--- src/sv/tfb_pkg.sv ---
package tfb_pkg;

   // Texture store and coordinate format.
   localparam int TEX_MEM_DEPTH = 65536;
   localparam int FRAC_BITS     = 16;
   localparam int MEM_ADDR_W    = $clog2(TEX_MEM_DEPTH);

   // Field widths.
   localparam int COORD_W      = 32;
   localparam int FACE_W       = 24;
   localparam int SIZE_W       = 9;
   localparam int AXIS_W       = 8;
   localparam int TEXEL_ADDR_W = 16;
   localparam int TEXEL_W      = 24;
   localparam int FOG_W        = 9;
   localparam int COLOR_W      = 32;
   localparam int CHAN_W       = 8;
   localparam int PROD_W       = FRAC_BITS + SIZE_W;

   // Blend arithmetic widths.
   localparam int SCALE_W = 17;
   localparam int SUM_W   = 26;

   // Configuration port.
   localparam int CSR_INDEX_W = 2;
   localparam int CSR_DATA_W  = 9;
   localparam logic [CSR_INDEX_W-1:0] CSR_TEX_WIDTH       = 2'd0;
   localparam logic [CSR_INDEX_W-1:0] CSR_TEX_HEIGHT      = 2'd1;
   localparam logic [CSR_INDEX_W-1:0] CSR_TEXTURE_PRESENT = 2'd2;

   // Operation codes.
   localparam logic OP_WRITE  = 1'b0;
   localparam logic OP_SAMPLE = 1'b1;

   // Size limits.
   localparam logic [SIZE_W-1:0] SIZE_MIN = 9'd1;
   localparam logic [SIZE_W-1:0] SIZE_MAX = 9'd256;

   // Border test on the face position, Q8.16: at or below 0.2, at or above 0.8.
   localparam logic signed [FACE_W-1:0] BORDER_LO = 24'sd13107;
   localparam logic signed [FACE_W-1:0] BORDER_HI = 24'sd52429;

   // Dimming and fog weights.
   localparam logic [FOG_W-1:0] DIM_NUM  = 9'd184;
   localparam logic [FOG_W-1:0] FULL_NUM = 9'd256;
   localparam logic [FOG_W-1:0] FOG_FULL = 9'd256;
   localparam logic [TEXEL_W-1:0] FOG_RGB = 24'hB4D2FF;

   // Fixed colours.
   localparam logic [COLOR_W-1:0] GREY  = 32'hFF808080;
   localparam logic [CHAN_W-1:0]  ALPHA = 8'hFF;

   // Queue between the front and the back.
   localparam int QUEUE_DEPTH = 4;
   localparam int QPTR_W      = $clog2(QUEUE_DEPTH);
   localparam int QCOUNT_W    = $clog2(QUEUE_DEPTH + 1);

   // Configuration as seen by the front.
   typedef struct packed {
      logic [SIZE_W-1:0] width;
      logic [SIZE_W-1:0] height;
      logic              present;
   } tfb_cfg_type;

   // One classified transaction.
   typedef struct packed {
      logic                    sample;
      logic                    grey;
      logic                    wr_ok;
      logic [TEXEL_ADDR_W-1:0] wr_index;
      logic [TEXEL_W-1:0]      wr_value;
      logic [AXIS_W-1:0]       x;
      logic [AXIS_W-1:0]       y;
      logic [SIZE_W-1:0]       w;
      logic                    dim;
      logic [FOG_W-1:0]        fog;
   } tfb_entry_type;

   // Queue status.
   typedef struct packed {
      logic empty;
      logic full;
   } tfb_q_status_type;

endpackage

--- src/sv/tfb_front.sv ---
module tfb_front (
   input  logic                                  req_valid,
   output logic                                  req_stall,
   input  logic                                  req_operation,
   input  logic [tfb_pkg::TEXEL_ADDR_W-1:0]      req_texel_index,
   input  logic [tfb_pkg::TEXEL_W-1:0]           req_texel_value,
   input  logic signed [tfb_pkg::COORD_W-1:0]    req_coord_u,
   input  logic signed [tfb_pkg::COORD_W-1:0]    req_coord_v,
   input  logic signed [tfb_pkg::FACE_W-1:0]     req_face_u,
   input  logic signed [tfb_pkg::FACE_W-1:0]     req_face_v,
   input  logic [tfb_pkg::FOG_W-1:0]             req_fog_amount,
   input  logic                                  req_border_enable,
   input  tfb_pkg::tfb_cfg_type                  cfg,
   input  tfb_pkg::tfb_q_status_type             q_status,
   output logic                                  push,
   output tfb_pkg::tfb_entry_type                entry
);

   logic [tfb_pkg::SIZE_W-1:0]    w_clamped;
   logic [tfb_pkg::SIZE_W-1:0]    h_clamped;
   logic [tfb_pkg::FRAC_BITS-1:0] frac_u;
   logic [tfb_pkg::FRAC_BITS-1:0] frac_v;
   logic [tfb_pkg::PROD_W-1:0]    prod_u;
   logic [tfb_pkg::PROD_W-1:0]    prod_v;
   logic                          in_border;

   // A transaction is taken whenever the queue has room.
   assign req_stall = q_status.full;
   assign push      = req_valid && !q_status.full;

   // Texture size clamped to the meaningful range.
   always_comb begin
      if (cfg.width == '0) begin
         w_clamped = tfb_pkg::SIZE_MIN;
      end else if (cfg.width > tfb_pkg::SIZE_MAX) begin
         w_clamped = tfb_pkg::SIZE_MAX;
      end else begin
         w_clamped = cfg.width;
      end
      if (cfg.height == '0) begin
         h_clamped = tfb_pkg::SIZE_MIN;
      end else if (cfg.height > tfb_pkg::SIZE_MAX) begin
         h_clamped = tfb_pkg::SIZE_MAX;
      end else begin
         h_clamped = cfg.height;
      end
   end

   // Wrap the coordinates to their fraction and scale to texel columns and rows.
   assign frac_u = req_coord_u[tfb_pkg::FRAC_BITS-1:0];
   assign frac_v = req_coord_v[tfb_pkg::FRAC_BITS-1:0];
   assign prod_u = tfb_pkg::PROD_W'(frac_u) * tfb_pkg::PROD_W'(w_clamped);
   assign prod_v = tfb_pkg::PROD_W'(frac_v) * tfb_pkg::PROD_W'(h_clamped);

   // Face positions near either edge are dimmed when req_border_enable is high.
   assign in_border = (req_face_u <= tfb_pkg::BORDER_LO) || (req_face_u >= tfb_pkg::BORDER_HI) ||
                      (req_face_v <= tfb_pkg::BORDER_LO) || (req_face_v >= tfb_pkg::BORDER_HI);

   // Build the classified entry.
   always_comb begin
      entry.sample   = (req_operation == tfb_pkg::OP_SAMPLE);
      entry.grey     = !cfg.present;
      entry.wr_ok    = 32'(req_texel_index) < tfb_pkg::TEX_MEM_DEPTH;
      entry.wr_index = req_texel_index;
      entry.wr_value = req_texel_value;
      entry.x        = prod_u[tfb_pkg::FRAC_BITS+tfb_pkg::AXIS_W-1:tfb_pkg::FRAC_BITS];
      entry.y        = prod_v[tfb_pkg::FRAC_BITS+tfb_pkg::AXIS_W-1:tfb_pkg::FRAC_BITS];
      entry.w        = w_clamped;
      entry.dim      = req_border_enable && in_border;
      if (req_fog_amount > tfb_pkg::FOG_FULL) begin
         entry.fog = tfb_pkg::FOG_FULL;
      end else begin
         entry.fog = req_fog_amount;
      end
   end

endmodule

--- config.mk ---
export PLATFORM = sky130hd
export DESIGN_NAME = tfb_front
export DESIGN_NICKNAME = d
export VERILOG_FILES = /design/src/sv/tfb_pkg.sv /design/src/sv/tfb_front.sv
export SDC_FILE = /design/constraint.sdc
export NUM_CORES = 1
export LEC_CHECK = 0
export BUFFER_PORTS_ARGS = -buffer_cell sky130_fd_sc_hd__buf_4
export CAP_MARGIN = 10
export CORE_MARGIN = 2
export CORE_UTILIZATION = 50
export DETAILED_ROUTE_END_ITERATION = 8
export PLACE_DENSITY_LB_ADDON = 0.05
export SLEW_MARGIN = 15
export SYNTH_ARGS = -nofsm -noshare
export SYNTH_HDL_FRONTEND = slang
export SYNTH_SLANG_ARGS = --single-unit
--- constraint.sdc ---
create_clock -name vclk -period 6.1
set_input_delay 0.61 -clock vclk [all_inputs]
set_output_delay 0.61 -clock vclk [all_outputs]
set_load 0.01 [all_outputs]
==> flow_summary_export.csv, run 1 <==
group,metric,value,unit
layout,mostFrequentLayoutCells,"inv_1 (223), buf_4 (201), fa_1 (193)",
job,cap_violations,0,
layout,area_growth,21.7,%
placed_design,post_dp_cell_area,10200,um2
worst_hold_path,min_to,"entry[35]",
detailed_routing,drtIter0Drc,183,
power,pwr-share-comb,100.0,%
setup_path,required,5.49,ns
die,die_w,137,um
layout,antenna_cells,0,
sta,whs,1.22,ns
setup_path,setup.worst_path.start_class,"primary input",
sta,max_freq,0.159,GHz
layout,stdcell_count,1425,
placed_design,dp.cells,1410,
synthesis,synth_top_area_cell,"fa_1",
grt,antenna_found_initial,0,
placed_design,post-dp-hpwl,16.9,mm
power,p_clk_share,0,%
grt,grt_pass1_vias,7459,
synthesis,syn_avg_cell_area,8.35,um2
detailed_routing,route.vias.total,7139,
power,p_sw,1.00,mW
die,placementRows,48,
detailed_routing,drc,0,
layout,seq_cell_count,0,
synthesis,synth_top_area_share,43.8,%
layout,fillers,1617,
synthesis,syn_area,8860,um2
die,placeableCoreArea,17300,um2
setup_path,cp-end-kind,"output port",
sta,setup_viol,8,
placed_design,port-buffer-count,149,
die,fp.dieH,137,um
worst_hold_path,holdPathStages,0,
power,p_per_area,179,nW/um2
power,pwr-share-seq,0,%
synthesis,syn_nets,1518,
detailed_routing,routed_via_density,5.01,
die,pin_count,265,
die,initial_core_util,51.2,%
grt,grt_max_degree,27,
detailed_routing,post_drt_wl_per_cell,14.3,um
layout,final_area,10800,um2
power,power.internal,0.932,mW
detailed_routing,drt-total-wl,20.4,mm
sta,min_period,6.30,ns
worst_hold_path,holdCritStartpoint,"req_texel_value[0]",
sta,period_share,103,%
detailed_routing,drtPass1Iterations,4,
power,cellLeakagePower,5.80,nW
layout,nClkBuffers,0,
power,swShare,51.8,%
setup_path,critPathArrivalTime,5.69,ns
setup_path,path_max_fanout,7,
synthesis,ys_types,53,
setup_path,path_class,"primary input to output port",
grt,grt_usage,22.3,%
synthesis,netlist_instances,1061,
power,p_total,1.93,mW
synthesis,synthTopCellsByArea,"fa_1 (44%), ha_1 (11%), inv_1 (10%)",
worst_hold_path,hp-class,"primary input to output port",
synthesis,ys_warn_count,0,
die,dieArea,18800,um2
sta,finalMaxSlewViolations,0,
sta,hold_viol_final,0,
grt,grt_first_pass_wirelength,34.3,mm
synthesis,yosysSeqAreaShare,0,%
sta,setup_ws,-0.202,ns
layout,layout_commonest_cell,"inv_1",
layout,regArea,0,um2
status,violations,"negative setup slack",
layout,nNetsFinal,1659,
layout,drive_above_1_share,23.4,%
placed_design,gp_congestion,0.816,
power,vdd_drop_max,0.283,mV
status,status,"finished, violations left",
grt,grt-ovfl-total,0,
detailed_routing,antenna_left,0,
sta,rsz0062_at_grt,"true",
[worst max-delay path by stage]
stage / startpoint / to / slack (ns) / cells after the start
finish: cfg[17] / entry[30] / -0.20 / 23
global route: cfg[17] / entry[30] / -0.39 / 23
CTS: cfg[12] / entry[31] / -0.20 / 23
detailed placement: cfg[16] / entry[28] / -0.42 / 20
global placement: cfg[16] / entry[28] / -0.38 / 20
floorplan: cfg[18] / entry[31] / 0.03 / 20
[worst max-delay path, cell delays in order]
cell and delay, ns:
buf_6 0.09, or4_4 0.54, o22ai_4 0.16, buf_12 0.15, buf_8 0.11, nand2_4 0.05
fa_1 0.50, inv_1 0.05, fa_1 0.49, inv_2 0.04, fa_1 0.51, inv_2 0.04
fa_1 0.48, ha_1 0.29, nand4_1 0.12, nor4_2 0.33, a211oi_2 0.17, nor3b_4 0.32
buf_6 0.16, buf_6 0.09, nor3_4 0.03, xnor2_1 0.19, buf_4 0.15
[power by group through the flow]
stage | logic (mW) | clock network [mW] | registers, mW
finish | 1.93 | 0 | 0
floorplan | 1.09 | 0 | 0
global route | 2.20 | 0 | 0
global placement | 1.66 | 0 | 0
CTS | 1.79 | 0 | 0
detailed placement | 1.68 | 0 | 0
[stage by stage]
step,utilization [%],setup TNS [ns],worst slack (ns)
final,62.3,-1.09,-0.202
after global routing,62.3,-3.07,-0.394
after CTS,60.6,-0.801,-0.200
after detailed placement,59.1,-3.50,-0.421
after global placement,59.1,-2.89,-0.376
after floorplan,-,0,0.0291
[what timing repair did]
| item | in CTS | in global routing |
|---|---|---|
| gates resized for setup | 33 | 58 |
| hold buffers | 0 | 0 |
| gates cloned | 1 | 0 |
| setup endpoints to repair | 12 | 16 |
| buffers inserted | 10 | 6 |
| pin swaps | 27 | 49 |
[cell usage after synthesis, types with 2 or more instances]
cell,count
o21bai_1,2
buf_1,14
nand4b_1,3
nor3_1,7
o21ai_0,12
nand3b_1,2
fa_1,194
a311oi_1,2
a21boi_0,2
a31oi_1,2
clkbuf_1,23
nand2_1,165
nand3_1,4
ha_1,78
nand4_1,4
buf_4,43
a21oi_1,19
inv_1,235
a311o_1,2
o311ai_0,2
nor2_1,17
o311a_1,3
xor2_1,4
nor4_1,7
and2_1,134
o211ai_1,5
nand2b_1,2
a21o_1,5
nor2b_1,29
xnor2_1,17
[metal layers]
layer / routed length [um] / vias up / global-route usage, %
met3: 746 / 18 / 0.963
li1: - / 3397 / -
met1: 8790 / 3595 / 30.1
met5: 0 / - / 0
met4: 93 / 0 / 2.00
met2: 10700 / 129 / 41.2
[layout make-up]
class                           instances  area [um2]  area share [%]
Tap cell                              225         282            2.61
Timing Repair Buffer                  220        1740            16.2
Multi-Input combinational cell        745        7870            73.0
Inverter                              235         882            8.19
[logic make-up after synthesis]
family,count (synthesis),share of synthesized area (%)
compound gates,71,5.78
mux,1,0.113
fa+ha+maj,272,54.9
simple gates,379,21.8
other cells,1,0.0423
buf+inv,316,15.3
xor+xnor,21,2.08
No activity file was read; power rests on OpenSTA's default activity.
==> inputs of run 2 (changes only) <==
- clock period: 6.1 -> 6.9 ns (I/O delays scaled with it)
==> flow_summary_export.csv, run 2 (synthesis gave the netlist of run 1 again) <==
group,metric,value,unit
power,p_per_area,140,nW/um2
grt,grt_usage,24.2,%
detailed_routing,route.vias.total,6999,
sta,setup_viol,0,
detailed_routing,drc,0,
layout,nClkBuffers,0,
detailed_routing,antenna_left,0,
sta,max_freq,0.150,GHz
worst_hold_path,holdPathStages,0,
setup_path,slowest_delay,0.57,ns
grt,grt_pass1_vias,7503,
placed_design,post-dp-hpwl,18.3,mm
sta,rsz0062_at_grt,"true",
setup_path,setup.worst_path.start_class,"primary input",
power,pwr-share-comb,100.0,%
setup_path,worst-path-buf-inv,6,
sta,hold_viol_final,0,
sta,slew-limit-headroom,62.3,%
detailed_routing,drtIter0Drc,306,
setup_path,critPathArrivalTime,5.95,ns
worst_hold_path,hp-class,"primary input to output port",
layout,seq_cell_count,0,
placed_design,post_dp_cell_area,9950,um2
detailed_routing,routed_via_density,5.08,
layout,utilization,57.8,%
sta,min_period,6.64,ns
detailed_routing,drt-total-wl,21.3,mm
power,vdd_drop_max,0.121,mV
layout,regArea,0,um2
power,cellLeakagePower,5.50,nW
setup_path,required,6.21,ns
die,placementRows,48,
placed_design,gp_congestion,0.784,
layout,layout_commonest_cell,"inv_1",
setup_path,path_max_fanout,7,
sta,tightest_slew,0.565,ns
detailed_routing,post_drt_wl_per_cell,15.5,um
layout,mostFrequentLayoutCells,"inv_1 (235), fa_1 (194), buf_4 (172)",
setup_path,cp-end-kind,"output port",
setup_path,cp_cell_sequence,"buf_4 > or4_1 > o22ai_4 > buf_12 > nand2_1 > fa_1 > inv_1 > fa_1 > fa_1 > inv_1 > fa_1 > inv_1 > ha_1 > nand4_1 > o21bai_1 > a211oi_2 > nor3b_4 > o31ai_2 > nor2b_1 > xnor2_1 > buf_4",
sta,period_share,96.3,%
power,p_clk_share,0,%
placed_design,port-buffer-count,149,
die,die_w,137,um
setup_path,cpMaxStageDelayCell,"or4_1",
power,power.internal,0.627,mW
layout,antenna_cells,0,
die,dieArea,18800,um2
power,p_sw,0.773,mW
worst_hold_path,holdCritStartpoint,"req_texel_value[2]",
grt,antenna_found_initial,0,
detailed_routing,drtPass1Iterations,7,
status,status,"completed",
die,pin_count,265,
power,p_total,1.40,mW
grt,grt-ovfl-total,0,
setup_path,cpLargestDelayFamily,"adder cells",
job,cap_violations,0,
die,fp.dieH,137,um
setup_path,crit_path_frequent_cell,"fa_1",
layout,nNetsFinal,1612,
die,placeableCoreArea,17300,um2
worst_hold_path,min_to,"entry[37]",
grt,grt_first_pass_wirelength,36.3,mm
power,pwr-share-seq,0,%
power,swShare,55.2,%
layout,area_growth,12.8,%
layout,final_area,9990,um2
sta,finalMaxSlewViolations,0,
setup_path,path_class,"primary input to output port",
layout,drive_above_1_share,15.9,%
grt,grt_max_degree,27,
die,initial_core_util,51.2,%
-- run 2: cell count changes in the layout (fill, tap and decap cells not counted), moves of 5 or more --
cell	change
buf_6	-16
a21oi_1	+6
inv_1	+12
ha_4	-12
inv_2	-12
o21ai_0	+5
buf_4	-29
ha_1	+12
-- run 2: power groups by stage --
| stage | sequential [mW] | clock [mW] | combinational (mW) |
|---|---|---|---|
| after floorplan | 0 | 0 | 0.966 |
| after global placement | 0 | 0 | 1.39 |
| after detailed placement | 0 | 0 | 1.41 |
| after CTS | 0 | 0 | 1.42 |
| after global routing | 0 | 0 | 1.63 |
| final | 0 | 0 | 1.40 |
-- run 2: stage by stage --
stage / std cells / setup TNS, ns / setup slack (ns) / hold slack [ns]
finish: 1378 / 0 / 0.255 / 1.38
detailed placement: 1376 / 0 / 0.131 / 1.38
CTS: 1376 / 0 / 0.121 / 1.38
global route: 1378 / -0.0449 / -0.0271 / 1.38
global placement: 1376 / 0 / 0.202 / 1.38
floorplan: 1061 / 0 / 0.461 / 1.42
-- run 2: what timing repair did --
item	in CTS	in global routing
endpoints found under the hold margin	0	0
endpoints found under the setup margin	0	8
gates resized for setup	0	5
hold buffers	0	0
setup buffers	0	2
-- run 2: worst max-delay path by stage --
stage,start,endpoint,slack [ns],cells past startpoint
CTS,cfg[16],entry[31],0.12,21
finish,cfg[16],entry[31],0.26,21
floorplan,cfg[18],entry[34],0.46,19
global placement,cfg[16],entry[31],0.20,21
global route,cfg[16],entry[31],-0.03,21
detailed placement,cfg[16],entry[33],0.13,21
-- run 2: cell type report --
| class | instances | area (um2) |
|---|---|---|
| timing repair buffer | 173 | 1310 |
| inverter | 235 | 882 |
| tap | 225 | 282 |
| fill | 1709 | 7310 |
| multi-input combinational | 745 | 7510 |
-- run 2: metal layers --
layer	global-route usage, %	share of wire [%]
met5	0	0
met4	1.95	0.81
met3	3.19	5.6
met2	44.5	52
met1	31.7	42
