<file path="config.mk">
export PLATFORM = sky130hd
export DESIGN_NAME = tfb_queue
export DESIGN_NICKNAME = d
export VERILOG_FILES = /design/src/sv/tfb_pkg.sv /design/src/sv/tfb_queue.sv
export SDC_FILE = /design/constraint.sdc
export NUM_CORES = 1
export LEC_CHECK = 0
export ABC_CLOCK_PERIOD_IN_PS = 3600
export BUFFER_PORTS_ARGS = -buffer_cell sky130_fd_sc_hd__buf_2
export CAP_MARGIN = 20
export CORE_UTILIZATION = 55
export DETAILED_ROUTE_END_ITERATION = 6
export PLACE_DENSITY = 0.81
export SKIP_LAST_GASP = 1
export SYNTH_ARGS = -nofsm -noshare
export SYNTH_HDL_FRONTEND = slang
export SYNTH_SLANG_ARGS = --single-unit
</file>
<file path="constraint.sdc">
create_clock -name clock -period 3.6 [get_ports clock]
set_clock_uncertainty 0.2 [all_clocks]
set_input_delay 0.72 -clock clock [delete_from_list [all_inputs] [get_ports clock]]
set_output_delay 0.72 -clock clock [all_outputs]
set_load 0.05 [all_outputs]
</file>
<file path="src/sv/tfb_pkg.sv">
package tfb_pkg;

   // Texture store and coordinate format.
   localparam int TEX_MEM_DEPTH = 65536;
   localparam int FRAC_BITS     = 16;
   localparam int MEM_ADDR_W    = $clog2(TEX_MEM_DEPTH);

   // Field widths.
   localparam int COORD_W      = 32;
   localparam int FACE_W       = 24;
   localparam int SIZE_W       = 9;
   localparam int AXIS_W       = 8;
   localparam int TEXEL_ADDR_W = 16;
   localparam int TEXEL_W      = 24;
   localparam int FOG_W        = 9;
   localparam int COLOR_W      = 32;
   localparam int CHAN_W       = 8;
   localparam int PROD_W       = FRAC_BITS + SIZE_W;

   // Blend arithmetic widths.
   localparam int SCALE_W = 17;
   localparam int SUM_W   = 26;

   // Configuration port.
   localparam int CSR_INDEX_W = 2;
   localparam int CSR_DATA_W  = 9;
   localparam logic [CSR_INDEX_W-1:0] CSR_TEX_WIDTH       = 2'd0;
   localparam logic [CSR_INDEX_W-1:0] CSR_TEX_HEIGHT      = 2'd1;
   localparam logic [CSR_INDEX_W-1:0] CSR_TEXTURE_PRESENT = 2'd2;

   // Operation codes.
   localparam logic OP_WRITE  = 1'b0;
   localparam logic OP_SAMPLE = 1'b1;

   // Size limits.
   localparam logic [SIZE_W-1:0] SIZE_MIN = 9'd1;
   localparam logic [SIZE_W-1:0] SIZE_MAX = 9'd256;

   // Border test on the face position, Q8.16: at or below 0.2, at or above 0.8.
   localparam logic signed [FACE_W-1:0] BORDER_LO = 24'sd13107;
   localparam logic signed [FACE_W-1:0] BORDER_HI = 24'sd52429;

   // Dimming and fog weights.
   localparam logic [FOG_W-1:0] DIM_NUM  = 9'd184;
   localparam logic [FOG_W-1:0] FULL_NUM = 9'd256;
   localparam logic [FOG_W-1:0] FOG_FULL = 9'd256;
   localparam logic [TEXEL_W-1:0] FOG_RGB = 24'hB4D2FF;

   // Fixed colours.
   localparam logic [COLOR_W-1:0] GREY  = 32'hFF808080;
   localparam logic [CHAN_W-1:0]  ALPHA = 8'hFF;

   // Queue between the front and the back.
   localparam int QUEUE_DEPTH = 4;
   localparam int QPTR_W      = $clog2(QUEUE_DEPTH);
   localparam int QCOUNT_W    = $clog2(QUEUE_DEPTH + 1);

   // Configuration as seen by the front.
   typedef struct packed {
      logic [SIZE_W-1:0] width;
      logic [SIZE_W-1:0] height;
      logic              present;
   } tfb_cfg_type;

   // One classified transaction.
   typedef struct packed {
      logic                    sample;
      logic                    grey;
      logic                    wr_ok;
      logic [TEXEL_ADDR_W-1:0] wr_index;
      logic [TEXEL_W-1:0]      wr_value;
      logic [AXIS_W-1:0]       x;
      logic [AXIS_W-1:0]       y;
      logic [SIZE_W-1:0]       w;
      logic                    dim;
      logic [FOG_W-1:0]        fog;
   } tfb_entry_type;

   // Queue status.
   typedef struct packed {
      logic empty;
      logic full;
   } tfb_q_status_type;

endpackage

</file>
<file path="src/sv/tfb_queue.sv">
module tfb_queue (
   input  logic                       clock,
   input  logic                       reset,
   input  logic                       push,
   input  tfb_pkg::tfb_entry_type     push_entry,
   input  logic                       pop,
   output tfb_pkg::tfb_entry_type     head,
   output tfb_pkg::tfb_q_status_type  status
);

   tfb_pkg::tfb_entry_type          slot_ff [tfb_pkg::QUEUE_DEPTH];
   logic [tfb_pkg::QPTR_W-1:0]      wr_ptr_ff;
   logic [tfb_pkg::QPTR_W-1:0]      wr_ptr_in;
   logic [tfb_pkg::QPTR_W-1:0]      rd_ptr_ff;
   logic [tfb_pkg::QPTR_W-1:0]      rd_ptr_in;
   logic [tfb_pkg::QCOUNT_W-1:0]    count_ff;
   logic [tfb_pkg::QCOUNT_W-1:0]    count_in;

   assign status.empty = (count_ff == '0);
   assign status.full  = (count_ff == tfb_pkg::QCOUNT_W'(tfb_pkg::QUEUE_DEPTH));
   assign head         = slot_ff[rd_ptr_ff];

   // Pointer and fill count update.
   always_comb begin
      wr_ptr_in = wr_ptr_ff;
      rd_ptr_in = rd_ptr_ff;
      count_in  = count_ff;
      if (push) begin
         wr_ptr_in = (wr_ptr_ff == tfb_pkg::QPTR_W'(tfb_pkg::QUEUE_DEPTH - 1)) ? '0 :
                     wr_ptr_ff + 1'b1;
      end
      if (pop) begin
         rd_ptr_in = (rd_ptr_ff == tfb_pkg::QPTR_W'(tfb_pkg::QUEUE_DEPTH - 1)) ? '0 :
                     rd_ptr_ff + 1'b1;
      end
      if (push && !pop) begin
         count_in = count_ff + 1'b1;
      end else if (pop && !push) begin
         count_in = count_ff - 1'b1;
      end
   end

   always_ff @(posedge clock) begin
      if (reset) begin
         wr_ptr_ff <= '0;
         rd_ptr_ff <= '0;
         count_ff  <= '0;
      end else begin
         wr_ptr_ff <= wr_ptr_in;
         rd_ptr_ff <= rd_ptr_in;
         count_ff  <= count_in;
      end
   end

   // Entry storage needs no reset.
   always_ff @(posedge clock) begin
      if (push) begin
         slot_ff[wr_ptr_ff] <= push_entry;
      end
   end

   // The fill count never passes the depth.
   a_count_bound: assert property (@(posedge clock) disable iff (reset)
      count_ff <= tfb_pkg::QCOUNT_W'(tfb_pkg::QUEUE_DEPTH))
      else $error("queue count above depth");

   // Nothing is taken from an empty queue.
   a_no_underflow: assert property (@(posedge clock) disable iff (reset)
      pop |-> !status.empty)
      else $error("queue popped while empty");

   // A push without a pop leaves the queue holding something.
   a_push_fills: assert property (@(posedge clock) disable iff (reset)
      push && !pop |=> !status.empty)
      else $error("queue empty after push");

endmodule

</file>
==> results of run 1 <==
path summary, 6_finish.rpt:
| kind | start | end | slack [ns] | cells after the start |
|---|---|---|---|---|
| worst max register to register | wr_ptr_ff[0]$_SDFFE_PP0P_ | slot_ff[2][66]$_DFFE_PP_ | 1.56 | 4 |
| worst max-delay path | register | head[60] | 0.32 | 3 |
| worst min-delay path | push_entry[73] | slot_ff[1][73]$_DFFE_PP_ | 0.19 | 1 |
| worst min register to register | count_ff[2]$_SDFFE_PP0P_ | count_ff[2]$_SDFFE_PP0P_ | 0.32 | 2 |
layout make-up:
type                       instances  area (sq um)
sequential                       321          9560
fill                            1368          7190
multi-input combinational        109          2010
timing repair buffer             169           953
clock buffer                      37           798
tap                              275           344
clock inverter                    18          86.3
inverter                           4          15.0
antenna                            1          2.50
metrics by stage:
step,worst slack (ns),total power [W]
floorplan,0.417,0.00520
global route,0.194,0.00848
finish,0.321,0.00820
global placement,0.873,0.00545
CTS,0.272,0.00829
detailed placement,0.849,0.00548
cells by family after synthesis:
family | share of synthesized area [%]
xor gates and xnor gates | 0.150
adders and majority gates | 0.812
muxes | 15.3
AOI/OAI and AO/OA | 0.128
buffers and inverters | 1.39
DFF | 81.5
and+or+nand+nor | 0.662
power by group through the flow:
stage / combinational [W] / sequential, W / clock, W
final: 0.00104 / 0.00435 / 0.00281
after global routing: 0.00110 / 0.00436 / 0.00302
after CTS: 0.00106 / 0.00435 / 0.00288
after detailed placement: 0.00105 / 0.00443 / 0
after global placement: 0.00104 / 0.00441 / 0
after floorplan: 0.000799 / 0.00440 / 0
critical path, cell delays in order, from the launching register on:
cell	delay, ns
dfxtp_4	0.60
buf_12	0.35
mux4_2	0.60
buf_2	0.24
sequential cells by signal, indices dropped and copies added (netlist names), named ones only:
name	flops
rd_ptr_ff	2
count_ff	3
wr_ptr_ff	2
slot_ff	312
layout by cell type (no fill, tap or decap), types with 2 or more instances in the layout:
cell,netlist,layout
clkinv_2,0,5
buf_12,3,7
mux4_2,78,78
ha_1,6,6
nor2_1,7,7
clkbuf_16,0,31
nor3b_1,2,2
mux2i_1,4,4
xor2_1,2,2
dfxtp_1,9,7
and2_4,0,4
clkinv_1,0,10
clkinvlp_4,0,2
clkbuf_1,5,6
a21oi_1,2,2
edfxtp_1,312,312
dfxtp_4,0,2
buf_2,4,161
inv_1,4,4
routing by layer:
layer  up-vias  part of all wire [%]  track usage [%]
met2       193                    52             33.8
met4         0                   1.2             4.54
met5         -                     0                0
met1      2730                    39             25.6
met3        24                   7.0             4.32
li1       2309                     -                -
==> metrics, run 1 <==
TritonCTS clock tree=done; most instantiated library cell after synthesis=edfxtp_1; Final Cell Area=13800 sq um; clock latency on the worst-skew pair=0.53 ns; Critical Path Source Type=register; Clock power frac=34.3%; VDD IR-drop max=432 uV; synth cell count leaders=edfxtp_1, mux4_2, dfxtp_1, nor2_1, ha_1; cell area after synthesis=11700 sq um; post-DP HPWL=12.5 mm; Final Max Tran Viols=0; Max Cap Viol=0; post-synthesis async set-or-reset flop share=0%; Top FF cell, synth=edfxtp_1; pin slew with the least headroom to its limit=0.599 ns; Sw Share=24.9%; Synth Area per Inst=25.9 sq um; setup TNS=0 ns; Yosys top cell area share=80.0%; crit end category=output pin; PwrDens=596 nW/um^2; Mapped Cells=452; clock-pin slew on the worst setup and hold paths=0.06 ns; root buffer cell=clkbuf_16; Area contributors post-synth=edfxtp_1, mux4_2, dfxtp_1, ha_1, buf_12; Area Overhead vs Synth=17.5%; outcome=finished, final reports clean; die area=21900 sq um; final hold vios=0; sequential area share after synthesis=81.5%; crit path DAT=2.36 ns; final hold slack=0.192 ns; gp weighted congestion=0.689; initial antenna violation count=1; RSZ-0062 raised after global routing=no; Final setup viols=0; IO Port Bufs=161; Synthesized Nets=541; leakage power=4.64 nW; Post-CTS Setup Bufs=0; fin util=65.7%; Resize count post-CTS=0; vias in the first global route=5694; DRT Wirelength=20.7 mm; chip height=148 um; cts hold-fix bufs=0; vias per cell=5.63; CTS sink count=321; Worst EP required=2.68 ns; crit path time final=3.28 ns; Max Freq=305 MHz; hold crit path type=in -> reg; net switching power=0.00204 W; drt first pass iters=7; Layout Cells excl Fill=934; post-route ant nets=0; placed cell area=12900 sq um; H-tree Lvls=1; critical path peak fanout=38; area leader, netlist=edfxtp_1; #FFs+latches synth=321; Overflow after GRT=0; first-pass GRT wire length=32.0 mm; CTS Buf Count=31; WS Path Type=reg -> out; row cnt=53; sequential power share=53.0%; Starting Density=55.9%; total number of vias=5256; Detailed Route Iter0 Violations=359; Power Internal=0.00616 W; placed cell count=878; Longest Clk Path Bufs=3; ratio of final minimum period to clock period=91.1%; number of synthesized flops with an enable pin=312; synth warn=0; Layout Nets=725; Core Region=21000 sq um; Slew HR=60.1%; layout cells sized above 1=44.4%; IO Pins=162; Cell variety after synth=20; largest net degree at the start of global routing=47; drt wl/cell=22.2 um; Comb pwr share=12.7%; die width=148 um; Total Routing Usage GR=19.6%; Remaining DRCs=0
No activity file was read; power rests on OpenSTA's default activity.
==> run 2, diff against run 1 <==
--- a/config.mk
+++ b/config.mk
@@ -5,6 +5,7 @@
 export SDC_FILE = /design/constraint.sdc
 export NUM_CORES = 1
 export LEC_CHECK = 0
+export ABC_AREA = 1
 export ABC_CLOCK_PERIOD_IN_PS = 3600
 export BUFFER_PORTS_ARGS = -buffer_cell sky130_fd_sc_hd__buf_2
 export CAP_MARGIN = 20
==> run 2 against run 1 <==
  * Non-clock buffer count grew 8
  * Sequential share of layout area shrank 1.3 points
  * Combinational power grew 16%
  * Sequential power shrank 0.9%
  * Clock power grew 9.6%
  * Cell count grew 36%
  * Critical path depth grew 1
  * Die area grew 2.6%
  * Utilization grew 0.38 points
  * Synthesized area grew 2.6%
  * Synthesized cell count grew 80%
  * Critical endpoint is now head[18]
  * Largest power group unchanged
==> metrics, run 2 <==
outcome=finished, final reports clean (unchanged); RSZ-0062 raised after global routing=no (unchanged); Max Freq=298 MHz (was 305 MHz); Longest Clk Path Bufs=3 (unchanged); most instantiated library cell after synthesis=edfxtp_1 (unchanged); VDD IR-drop max=495 uV (was 432 uV); IO Pins=162 (unchanged); die width=150 um (was 148 um); Area contributors post-synth=edfxtp_1, nor2_1, o22ai_1, o21ai_0, o21ai_1 (was edfxtp_1, mux4_2, dfxtp_1, ha_1, buf_12); commonest non-fill, non-tap cell in the layout=edfxtp_1 (unchanged); post-route ant nets=0 (unchanged); Post-Synth Adder-Cell Area=0.791% (was 0.812%); Resize count post-CTS=0 (unchanged); Starting Density=56.7% (was 55.9%); PwrDens=614 nW/um^2 (was 596 nW/um^2); CTS sink count=321 (unchanged); #FFs+latches synth=321 (unchanged); crit end category=output pin (unchanged); most frequent cells in the layout=edfxtp_1, nor2_1, buf_2, o21ai_0, o22ai_1 (was edfxtp_1, buf_2, mux4_2, clkbuf_16, clkinv_1); setup TNS=0 ns (unchanged); WS Path Type=reg -> out (unchanged); first-pass GRT wire length=37.1 mm (was 32.0 mm); largest family of logic cells by synthesized area=compound AO/OA/AOI/OAI gates (was multiplexers); synth warn=0 (unchanged); clock-pin slew on the worst setup and hold paths=0.06 ns (about the same); XOR/XNOR share of the synthesized area=0.0728% (was 0.150%); total number of vias=7206 (was 5256); crit path DAT=2.44 ns (was 2.36 ns); max FFs per register=312 (unchanged); vias in the first global route=7044 (was 5694); Regs by FF count=slot_ff (312), count_ff (3) (unchanged); placed cell area=13000 sq um (was 12900 sq um); drt wl/cell=19.3 um (was 22.2 um); clock latency on the worst-skew pair=0.54 ns (was 0.53 ns); pin slew with the least headroom to its limit=0.851 ns (was 0.599 ns); CTS Buf Count=31 (unchanged); Mapped Cells=813 (was 452); number of synthesized flops with an enable pin=312 (unchanged); layout cells sized above 1=23.1% (was 44.4%); vias per cell=5.66 (was 5.63); Critical Path Source Type=register (unchanged); cts hold-fix bufs=0 (unchanged); worst hold stages=1 (unchanged); chip height=150 um (was 148 um); Max Cap Viol=0 (unchanged); crit path time final=3.36 ns (was 3.28 ns); Synth Area per Inst=14.8 sq um (was 25.9 sq um); Cell variety after synth=21 (was 20); cells on worst reg2reg path=5 (was 4); Total Routing Usage GR=21.9% (was 19.6%); area leader, netlist=edfxtp_1 (unchanged); Slew HR=43.3% (was 60.1%); ratio of final minimum period to clock period=93.3% (was 91.1%); Final setup viols=0 (unchanged); cell area after synthesis=12000 sq um (was 11700 sq um); DRT Wirelength=24.5 mm (was 20.7 mm); Final Cell Area=14000 sq um (was 13800 sq um); H-tree Lvls=1 (unchanged); critical path peak fanout=78 (was 38); Layout Nets=1062 (was 725); Remaining DRCs=0 (unchanged); Final Max Tran Viols=0 (unchanged); synth cell count leaders=edfxtp_1, nor2_1, o21ai_0, o22ai_1, o21ai_1 (was edfxtp_1, mux4_2, dfxtp_1, nor2_1, ha_1); IO Port Bufs=161 (unchanged); largest net degree at the start of global routing=157 (was 47); Synthesized Nets=902 (was 541); total power=0.00861 W (was 0.00820 W); row cnt=53 (unchanged); Overflow after GRT=0 (unchanged); Post-Synth Simple-Gate Area=5.63% (was 0.662%); Synth Area in Compound Gates=10.8% (was 0.128%); Detailed Route Iter0 Violations=539 (was 359); Worst EP required=2.68 ns (about the same); Post-CTS Setup Bufs=0 (unchanged); hold crit path type=in -> reg (unchanged); Top FF cell, synth=edfxtp_1 (unchanged); share of synthesized area spent on multiplexers=0% (was 15.3%); post-synthesis async set-or-reset flop share=0% (unchanged); post-DP HPWL=13.5 mm (was 12.5 mm); final hold vios=0 (unchanged); die area=22500 sq um (was 21900 sq um); root buffer cell=clkbuf_16 (unchanged); initial antenna violation count=4 (was 1); Core Region=21200 sq um (was 21000 sq um); drt first pass iters=5 (was 7); Area Overhead vs Synth=16.6% (was 17.5%); TritonCTS clock tree=done (unchanged); register bank with the most flops=slot_ff (unchanged); sequential area share after synthesis=79.4% (was 81.5%); leakage power=4.96 nW (was 4.64 nW); Yosys top cell area share=77.9% (was 80.0%); gp weighted congestion=0.729 (was 0.689)
## run 2: where the power goes
part | switching, W | internal (W)
registers | 0.0000426 | 0.00427
logic | 0.000940 | 0.000270
clock network | 0.00129 | 0.00180
## run 2: final timing paths
check / end / startpoint / slack (ns)
setup / recovery: head[18] / register / 0.24
hold / removal: slot_ff[0][8]$_DFFE_PP_ / push_entry[8] / 0.18
setup reg to reg: slot_ff[0][1]$_DFFE_PP_ / wr_ptr_ff[0]$_SDFFE_PP0P_ / 1.27
hold reg to reg: wr_ptr_ff[1]$_SDFFE_PP0P_ / wr_ptr_ff[1]$_SDFFE_PP0P_ / 0.34
## run 2: worst max-delay path, cell delays in order, from the launching register on
cell and delay [ns]:
dfxtp_2 0.33, buf_4 0.66, o21ai_0 0.25, o22ai_1 0.29, buf_2 0.31
## run 2: layout make-up
type | count | area [sq um]
flip-flops and latches | 321 | 9550
fillers | 1485 | 7200
multi-input cells | 426 | 2080
repair buffers | 177 | 988
clock buffers | 41 | 853
well taps | 275 | 344
clock inverters | 15 | 129
inverters | 16 | 67.6
diodes | 3 | 7.51
## run 2: per-stage QoR
stage	hold slack, ns	setup WS, ns	util [%]	std cells
floorplan	0.290	0.701	-	813
global placement	0.321	0.904	61.4	1215
detailed placement	0.337	0.873	61.4	1215
CTS	0.159	0.223	66.0	1271
global route	0.162	0.0895	66.0	1271
finish	0.178	0.243	66.1	1274
## run 2: kinds of logic after synthesis
logic type,Yosys count
and+or+nand+nor,178
DFF,321
buffers and inverters,66
xor gates and xnor gates,1
adders and majority gates,7
AOI/OAI and AO/OA,240
## run 2: per-layer routing
metal | GRT usage (%) | up-vias | part of all wire [%]
met5 | 0 | - | 0.11
met4 | 6.87 | 4 | 2.0
met3 | 4.24 | 46 | 7.3
met2 | 35.7 | 262 | 48
met1 | 29.8 | 3506 | 42
li1 | - | 3388 | -
==> run 3, diff against run 2 <==
--- a/config.mk
+++ b/config.mk
@@ -5,12 +5,13 @@
 export SDC_FILE = /design/constraint.sdc
 export NUM_CORES = 1
 export LEC_CHECK = 0
-export ABC_AREA = 1
 export ABC_CLOCK_PERIOD_IN_PS = 3600
 export BUFFER_PORTS_ARGS = -buffer_cell sky130_fd_sc_hd__buf_2
 export CAP_MARGIN = 20
+export CORE_MARGIN = 2
 export CORE_UTILIZATION = 55
 export DETAILED_ROUTE_END_ITERATION = 6
+export GPL_TIMING_DRIVEN = 0
 export PLACE_DENSITY = 0.81
 export SKIP_LAST_GASP = 1
 export SYNTH_ARGS = -nofsm -noshare
==> run 3 against run 2 <==
  * Register-to-register slack better by 0.36 ns
  * Global-route usage shrank 2.9 points
  * Non-clock buffer count rose by 6
  * Cell count is 25% lower
  * Clock-buffer cell count increased by 3
  * Worst hold slack improved by 0.055 ns
  * Critical path depth unchanged
  * Flip-flop and latch count did not move
  * Total power is 2.6% higher
  * Combinational power down 9.9%
  * Die area rose by 0.11%
  * Critical endpoint is now head[5]
==> metrics, run 3 (synthesis results as in run 1) <==
crit path DAT=2.23 ns (was 2.44 ns); Sw Share=23.9% (was 26.4%); sequential power share=49.0% (was 50.1%); gp weighted congestion=0.710 (was 0.729); chip height=150 um (about the same); Detailed Route Iter0 Violations=394 (was 539); Area Overhead vs Synth=20.4% (was 16.6%); WS Path Type=reg -> out (unchanged); crit path time final=3.15 ns (was 3.36 ns); net switching power=0.00211 W (was 0.00227 W); commonest non-fill, non-tap cell in the layout=edfxtp_1 (unchanged); Longest Clk Path Bufs=3 (unchanged); root buffer cell=clkbuf_16 (unchanged); most frequent cells in the layout=edfxtp_1, buf_2, mux4_2, clkbuf_16, clkbuf_1 (was edfxtp_1, nor2_1, buf_2, o21ai_0, o22ai_1); cells on worst reg2reg path=3 (was 5); Max Freq=318 MHz (was 298 MHz); post-route ant nets=0 (unchanged); outcome=finished, final reports clean (unchanged); RSZ-0062 raised after global routing=no (unchanged); largest net degree at the start of global routing=53 (was 157); FF-to-FF Start=wr_ptr_ff[0]$_SDFFE_PP0P_ (unchanged); first-pass GRT wire length=31.7 mm (was 37.1 mm); die width=150 um (about the same); clock-pin slew on the worst setup and hold paths=0.06 ns (about the same); worst hold stages=1 (unchanged); Critical Path Source Type=register (unchanged); post-DP HPWL=12.7 mm (was 13.5 mm); register bank with the most flops=slot_ff (unchanged); total number of vias=5331 (was 7206); vias per cell=5.60 (was 5.66); leakage power=4.82 nW (was 4.96 nW); Final setup viols=0 (unchanged); row cnt=53 (unchanged); setup slack at placement=0.900 ns (was 0.873 ns); placed cell area=13000 sq um (about the same); Layout Nets=742 (was 1062); H-tree Lvls=2 (was 1); max FFs per register=312 (unchanged); cts hold-fix bufs=0 (unchanged); VDD IR-drop max=429 uV (was 495 uV); Slew HR=52.4% (was 43.3%); R2R Setup Slk=1.63 ns (was 1.27 ns); layout cells sized above 1=45.6% (was 23.1%); CTS Buf Count=34 (was 31); Remaining DRCs=0 (unchanged); final hold vios=0 (unchanged); ant diodes=0 (was 3); hold path start=push_entry[40] (was push_entry[8]); critical path peak fanout=10 (was 78); Core Region=21000 sq um (was 21200 sq um); die area=22500 sq um (about the same); crit end category=output pin (unchanged); final hold slack=0.233 ns (was 0.178 ns); Worst EP required=2.68 ns (about the same); Overflow after GRT=0 (unchanged); Final Cell Area=14100 sq um (was 14000 sq um); pin slew with the least headroom to its limit=0.713 ns (was 0.851 ns); clock latency on the worst-skew pair=0.50 ns (was 0.54 ns); Power Internal=0.00672 W (was 0.00634 W); vias in the first global route=5751 (was 7044); Final Worst Setup Slack=0.453 ns (was 0.243 ns); DRT Wirelength=20.7 mm (was 24.5 mm); Comb pwr share=12.3% (was 14.1%); Starting Density=55.9% (was 56.7%); TritonCTS clock tree=done (unchanged); Resize count post-CTS=0 (unchanged); IO Pins=162 (unchanged); drt wl/cell=21.7 um (was 19.3 um); drt first pass iters=4 (was 5); initial antenna violation count=0 (was 4); Total Routing Usage GR=18.9% (was 21.9%); Max Cap Viol=0 (unchanged); ratio of final minimum period to clock period=87.4% (was 93.3%); Clock power frac=38.7% (was 35.8%); Regs by FF count=slot_ff (312), count_ff (3) (unchanged); hold crit path type=in -> reg (unchanged); PwrDens=626 nW/um^2 (was 614 nW/um^2); CTS sink count=321 (unchanged); IO Port Bufs=161 (unchanged); Post-CTS Setup Bufs=0 (unchanged); Hold Crit Endpoint=slot_ff[0][40]$_DFFE_PP_ (was slot_ff[0][8]$_DFFE_PP_); worst flop-to-flop path endpoint=slot_ff[3][54]$_DFFE_PP_ (was slot_ff[0][1]$_DFFE_PP_); Final Max Tran Viols=0 (unchanged)
-- run 3: cell types whose count changed in the layout (fill, tap and decap cells not counted), sizes merged, moves of 8 or more --
cell	previous run	this run
mux4	0	78
nand2	8	0
nor2	164	7
inv	13	5
o21ai	159	1
o22ai	78	0
clkbuf	41	49
-- run 3: how the worst max path moves through the flow --
stage / endpoint / depth (start not counted)
global placement: slot_ff[2][53]$_DFFE_PP_ / 2
CTS: head[5] / 4
floorplan: slot_ff[0][0]$_DFFE_PP_ / 1
detailed placement: head[5] / 4
finish: head[5] / 4
global route: head[5] / 4
-- run 3: stage by stage --
stage / utilization, % / cells / setup TNS, ns / power (W)
global route: 67.3 / 952 / 0 / 0.00912
finish: 67.3 / 952 / 0 / 0.00883
CTS: 67.3 / 952 / 0 / 0.00892
detailed placement: 62.0 / 892 / 0 / 0.00550
global placement: 61.4 / 888 / -326.73 / 0.00547
floorplan: - / 452 / 0 / 0.00520
-- run 3: layout make-up --
class | count | area (sq um)
Clock inverter | 16 | 159
Timing Repair Buffer | 165 | 916
Inverter | 4 | 15.0
Buffer | 18 | 148
Multi-Input combinational cell | 109 | 2010
Fill cell | 1353 | 6850
Tap cell | 275 | 344
Sequential cell | 321 | 9550
Clock buffer | 44 | 962
-- run 3: critical path: stages (launching register included) --
cell	delay (ns)
dfxtp_1	0.30
buf_2	0.19
clkbuf_1	0.57
mux4_2	0.43
buf_2	0.23
-- run 3: power groups by stage --
stage	clock network, W	registers, W	logic (W)
4_1_cts	0.00349	0.00433	0.00110
2_1_floorplan	0	0.00440	0.000799
5_1_grt	0.00363	0.00434	0.00115
6_report	0.00342	0.00433	0.00109
3_5_place_dp	0	0.00440	0.00110
3_3_place_gp	0	0.00441	0.00106
-- run 3: metal layers --
layer,wire [um],GRT usage (%)
met5,0,0
met4,393,4.95
met3,1300,4.42
met2,10800,32.5
met1,8220,24.7
